### src/ckbc_pkg.sv
package ckbc_pkg;

	// Register map of the configuration port
	typedef enum logic [0:0] {
		REG_KEY_SEED     = 1'b0,
		REG_COUNTER_SEED = 1'b1
	} reg_index_t;

	localparam logic [7:0] KEY_SEED_RESET     = 8'hB2;
	localparam logic [7:0] COUNTER_SEED_RESET = 8'h28;

	localparam logic [7:0] MASK_LOW  = 8'hFE;
	localparam logic [7:0] MASK_MID  = 8'hFC;
	localparam logic [7:0] MASK_HIGH = 8'hFF;

	// Reciprocal of nine, scaled by 2^9; exact quotient for any 8-bit value
	localparam logic [5:0] RECIP_NINE = 6'd57;

	// Stage one payload handed to the output stage
	typedef struct packed {
		logic [7:0] data;
		logic [7:0] ctr;
	} stage_t;

	// Rewrite the counter bit by bit, in the order 7, 0, 1 .. 6
	function automatic logic [7:0] scramble(input logic [7:0] ctr, input logic [7:0] key);
		logic [7:0] c;
		logic [2:0] p;
		logic [2:0] q;
		c = ctr;
		for (int step = 0; step < 8; step++) begin
			p = 3'(step + 7);
			q = key[p] ? 3'(p + 3'd1) : 3'(p + 3'd2);
			c[p] = c[p] ^ c[q];
		end
		return c;
	endfunction

	// Counter mod 9 by multiply with the scaled reciprocal
	function automatic logic [3:0] mod_nine(input logic [7:0] x);
		logic [13:0] prod;
		logic [4:0]  quo;
		logic [8:0]  tens;
		prod = 14'(x) * 14'(RECIP_NINE);
		quo  = prod[13:9];
		tens = 9'(quo) * 9'd9;
		return 4'(9'(x) - tens);
	endfunction

	function automatic logic [7:0] pick_mask(input logic [7:0] ctr);
		logic [3:0] m;
		m = mod_nine(ctr);
		if (m < 4'd3) begin
			return MASK_LOW;
		end else if (m < 4'd6) begin
			return MASK_MID;
		end
		return MASK_HIGH;
	endfunction

endpackage

### src/ckbc_state.sv
module ckbc_state
	import ckbc_pkg::*;
(
	input  logic       clk,
	input  logic       arst_n,
	input  logic       cfg_we,
	input  logic [0:0] cfg_index,
	input  logic [7:0] cfg_data,
	input  logic       accept,
	input  logic [7:0] data_byte,
	input  logic       restart,
	output stage_t     stage_s1
);

	logic [7:0] key_seed_q;
	logic [7:0] counter_seed_q;
	logic [7:0] key_q;
	logic [7:0] ctr_q;
	logic [7:0] key_cur;
	logic [7:0] ctr_cur;
	logic [7:0] ctr_next;

	// Hold the seed registers
	always_ff @(posedge clk or negedge arst_n) begin
		if (!arst_n) begin
			key_seed_q     <= KEY_SEED_RESET;
			counter_seed_q <= COUNTER_SEED_RESET;
		end else if (cfg_we) begin
			case (reg_index_t'(cfg_index))
				REG_KEY_SEED:     key_seed_q     <= cfg_data;
				REG_COUNTER_SEED: counter_seed_q <= cfg_data;
				default: ;
			endcase
		end
	end

	// Pick live state or reload from seeds, then scramble and bump
	always_comb begin
		key_cur  = restart ? key_seed_q : key_q;
		ctr_cur  = restart ? counter_seed_q : ctr_q;
		ctr_next = scramble(ctr_cur, key_cur) + 8'd1;
	end

	// Advance key and counter once per accepted beat
	always_ff @(posedge clk or negedge arst_n) begin
		if (!arst_n) begin
			key_q <= KEY_SEED_RESET;
			ctr_q <= COUNTER_SEED_RESET;
		end else if (accept) begin
			key_q <= key_cur + 8'd1;
			ctr_q <= ctr_next;
		end
	end

	// Capture the beat with its new counter
	always_ff @(posedge clk) begin
		if (accept) begin
			stage_s1.data <= data_byte;
			stage_s1.ctr  <= ctr_next;
		end
	end

endmodule

### src/ckbc_outreg.sv
module ckbc_outreg
	import ckbc_pkg::*;
(
	input  logic       clk,
	input  stage_t     stage_s1,
	input  logic       load,
	output logic [7:0] out_byte
);

	logic [7:0] keystream;

	// Mask the counter by its residue class
	assign keystream = stage_s1.ctr & pick_mask(stage_s1.ctr);

	always_ff @(posedge clk) begin
		if (load) begin
			out_byte <= stage_s1.data ^ keystream;
		end
	end

endmodule

### src/counter_keystream_byte_cipher.sv
// Channel | signals                              | direction
// --------+--------------------------------------+----------
// input   | in_valid, in_stall, data_byte, restart | in (stall out)
// output  | out_valid, out_stall, out_byte       | out (stall in)
// config  | cfg_we, cfg_index, cfg_data          | in
//
// One byte per cycle while the output is not stalled; an accepted byte passes stage one, then the output register.
// Key and counter advance at the accept edge, so the next accepted byte already sees the new state.
// Reset loads seeds 0xB2 / 0x28 and both state registers from them.
// An output stall holds the result; input stalls only when both stages are full
// and the output is stalled.
module counter_keystream_byte_cipher
	import ckbc_pkg::*;
(
	input  logic       clk,
	input  logic       arst_n,
	input  logic       cfg_we,
	input  logic [0:0] cfg_index,
	input  logic [7:0] cfg_data,
	input  logic       in_valid,
	output logic       in_stall,
	input  logic [7:0] data_byte,
	input  logic       restart,
	output logic       out_valid,
	input  logic       out_stall,
	output logic [7:0] out_byte
);

	stage_t stage_s1;
	logic   valid_s1;
	logic   valid_q;
	logic   accept;
	logic   adv_out;
	logic   load_out;

	// Handshake: output register frees when empty or taken
	assign adv_out  = !valid_q || !out_stall;
	assign load_out = valid_s1 && adv_out;
	assign in_stall = valid_s1 && !adv_out;
	assign accept   = in_valid && !in_stall;
	assign out_valid = valid_q;

	always_ff @(posedge clk or negedge arst_n) begin
		if (!arst_n) begin
			valid_s1 <= 1'b0;
			valid_q  <= 1'b0;
		end else begin
			valid_s1 <= accept || (valid_s1 && !adv_out);
			if (adv_out) begin
				valid_q <= valid_s1;
			end
		end
	end

	ckbc_state u_state (
		.clk       (clk),
		.arst_n    (arst_n),
		.cfg_we    (cfg_we),
		.cfg_index (cfg_index),
		.cfg_data  (cfg_data),
		.accept    (accept),
		.data_byte (data_byte),
		.restart   (restart),
		.stage_s1  (stage_s1)
	);

	ckbc_outreg u_outreg (
		.clk      (clk),
		.stage_s1 (stage_s1),
		.load     (load_out),
		.out_byte (out_byte)
	);

endmodule

### config.mk
export PLATFORM = sky130hd
export DESIGN_NAME = counter_keystream_byte_cipher
export DESIGN_NICKNAME = d
export VERILOG_FILES = /design/src/ckbc_pkg.sv /design/src/ckbc_state.sv /design/src/ckbc_outreg.sv /design/src/counter_keystream_byte_cipher.sv
export SDC_FILE = /design/constraint.sdc
export NUM_CORES = 1
export LEC_CHECK = 0
export BUFFER_PORTS_ARGS = -buffer_cell sky130_fd_sc_hd__buf_2
export CORE_ASPECT_RATIO = 1.1
export CORE_MARGIN = 1.5
export CORE_UTILIZATION = 55
export DETAILED_ROUTE_END_ITERATION = 10
export PLACE_DENSITY = 0.77
export SLEW_MARGIN = 25
export SYNTH_ARGS = -nofsm -noshare
export SYNTH_HDL_FRONTEND = slang
export SYNTH_SLANG_ARGS = --single-unit
### constraint.sdc
create_clock -name clk -period 5.4 [get_ports clk]
set_input_delay 0.54 -clock clk [delete_from_list [all_inputs] [get_ports clk]]
set_output_delay 0.54 -clock clk [all_outputs]
set_load 0.005 [all_outputs]
==> results.toml <==
[global_route]
grt_overflow_total = 0
grt_antenna_before_repair = 0
grt_pass1_vias = 2955
grt_first_pass_wirelength_um = 13800
grt_usage_pct = 22.6
grt_max_degree = 35

[route]
drt-met1-wl_um = 3390
wl_met3_um = 230
vias = 2864
finalWirelength_um = 8110
top_layer_used = "met4"
drt_iter0_markers = 114
avgViaCountPerCell = 5.73
wl_met2_um = 4280
first_pass_iters = 6
drc = 0
ant_nets = 0
wl_per_cell_um = 16.2

[critical_path]
worst-setup-path-type = "reg2reg"
cp_slowest_cell = "fa_1"
cp_common_cell = "fa_1"
start_kind = "flop"
critical_path.endpoint_type = "flop"
slowest_delay_ns = 0.49
regToRegSetupSlack_ns = 0.11
rr_endpoint = "u_outreg.out_byte[0]"
ff2ff_path_depth = 22
path_max_fanout = 5
worst_ep_arrival_time_ns = 5.38
required_ns = 5.49
rr_startpoint = "u_state.stage_s1[2]"
crit_chain = "buf_6 -> buf_6 -> fa_1 -> inv_2 -> fa_1 -> inv_1 -> ha_1 -> ha_4 -> a21o_1 -> nand2_2 -> nand2_2 -> xor2_2 -> ha_2 -> inv_2 -> fa_1 -> ha_1 -> a21o_1 -> a21oi_2 -> xnor2_1 -> xnor3_2 -> mux2i_1 -> or4_1"

[logic_synthesis]
synth_cell_types = 54
netlist_area_mm2 = 0.00404
synthAdderAreaFrac_pct = 13.7
synth_top_family_by_area = "multiplexers"
yosysTopAreaCellShare_pct = 17.8
synth-compound-area-share_pct = 8.18
synthSimpleGateAreaFrac_pct = 10.8
synthXorXnorAreaFrac_pct = 8.64
synth_top_cells_by_area = "edfxtp_1 (18%), dfrtp_1 (14%), mux2_2 (8.4%)"
synthCells = 353
muxShareOfSynthArea_pct = 15.4
yosys.area.top_type = "edfxtp_1"
synth_edf_count = 24
ys_seq_elements = 58
yosysWarnings = 0
yosys-top-cells-count = "mux2_2 (30), inv_1 (28), ha_1 (25), nand2_1 (25), edfxtp_1 (24)"
async_flop_share_pct = 58.6
yosysMostFrequentCell = "mux2_2"
seq_area_frac_synth_pct = 39.3
synth_ff_type = "edfxtp_1"
syn-num-nets = 413
avgSynthCellArea_um2 = 11.4

[timing]
worst_pin_slew_ns = 0.825
whs_ns = 0.249
setup-tns-final_ns = 0
fin_skew_ns = 0.0124
postLayoutSetupSlackWorst_ns = 0.112
rsz0062_at_grt = "yes"
maxSlewHeadroom_pct = 45.0
setup_viol = 0
timing.fmax_mhz = 189
drv_slew = 0
period_share_pct = 97.9
hold_viol_final = 0
finalCriticalPeriod_ns = 5.29

[clock_network]
htree_levels = 3
clk_pin_slew_ns = 0.08
cts.sinks = 58
cts_buffers = 9
clk_latency_ns = 0.35
cts_tree = "yes"
cts_buffer_depth = 2
cts-root-buf = "clkbuf_8"
cts-hold-fix-buffers = 0

[place]
place.gp.congestion = 0.836
dp_slack_ns = -0.166
dp_hpwl_um = 5840
portBuffers = 32

[layout]
nets = 470
multi_input_area_mm2 = 0.00241
synthToLayoutAreaGrowth_pct = 18.2
fill_cells = 523
drive_gt1_share_pct = 35.9
seq_area_mm2 = 0.00159
diodes = 0

[floorplan]
die_y_um = 92.9
initial_utilization_pct = 57.3
num_io_pins = 33
die_w_um = 84.7
rows = 32
design.die.area_mm2 = 0.00787
core_mm2 = 0.00705

[status]
outcome = "completed"

[job]
maxCapViolations = 0

[min_path]
hp-class = "in2async"
-- cell usage in the layout, fill, tap and decap left out, types with 11 or more instances in the layout --
master,n
dfstp_2,12
nand2_1,24
buf_4,18
mux2_2,30
xnor2_1,16
edfxtp_1,24
mux2i_1,20
inv_1,22
buf_2,32
xor2_1,11
ha_1,18
nor3_1,14
dfrtp_1,22
-- cell type report --
| class | instances | share of cell area [%] |
|---|---|---|
| well taps | 85 | 2.23 |
| inverters | 30 | 2.36 |
| flip-flops and latches | 58 | 33.2 |
| multi-input cells | 258 | 50.5 |
| clock inverters | 7 | 2.15 |
| clock buffers | 9 | 2.60 |
| repair buffers | 53 | 6.89 |
-- metal layers --
metal,GRT usage [%],vias to the layer above
met5,0,-
met4,7.93,0
met3,4.10,18
met2,41.9,55
met1,25.8,1390
li1,-,1401
-- registers in the layout, summed over array words and instances, names as in the netlist --
register                count
u_state.counter_seed_q      8
u_outreg.out_byte           8
u_state.stage_s1           16
u_state.key_q               8
u_state.ctr_q               8
out_valid                   1
u_state.key_seed_q          8
valid_s1                    1
-- cell families (layout without fill, tap and decap cells) --
kind of cell,count (synthesis),in the layout
DFF,58,58
adders and majority gates,37,37
buffers and inverters,37,99
AOI/OAI and AO/OA,48,48
muxes,56,56
and+or+nand+nor,83,83
xor gates and xnor gates,34,34
-- worst max-delay path, delay by kind of cell (launching register included) --
kind / cells / cell delay (ns)
adder cells (fa/ha/maj): 7 / 2.30
AND/OR/NAND/NOR: 3 / 0.65
XOR/XNOR: 3 / 0.62
AO/OA/AOI/OAI: 3 / 0.50
flip-flops: 1 / 0.43
buffers and inverters: 5 / 0.37
multiplexers: 1 / 0.14
-- per-stage QoR --
step	cell area, µm²	cells	util (%)
floorplan	4050	353	-
global route	4770	500	67.7
finish	4770	500	67.7
global placement	4380	477	62.1
CTS	4640	496	65.8
detailed placement	4380	477	62.1
-- how the worst max path moves through the flow --
stage | start | endpoint | cells past startpoint
floorplan | u_state.stage_s1[2] | u_outreg.out_byte[0] | 20
global placement | u_state.stage_s1[3] | u_outreg.out_byte[0] | 19
detailed placement | u_state.stage_s1[3] | u_outreg.out_byte[0] | 19
CTS | u_state.stage_s1[2] | u_outreg.out_byte[0] | 21
global route | u_state.stage_s1[3] | u_outreg.out_byte[0] | 20
finish | u_state.stage_s1[2] | u_outreg.out_byte[0] | 22
-- repair_timing --
| item | CTS | global route |
|---|---|---|
| endpoints found under the setup margin | 2 | 2 |
| cloned | 0 | 0 |
| setup buffers | 3 | 5 |
| pin swaps | 7 | 16 |
| resized for setup | 5 | 21 |
Power is left out: the tool's default activity adds up to more than one toggle a clock period on the data nets, which glitch-free logic cannot reach.
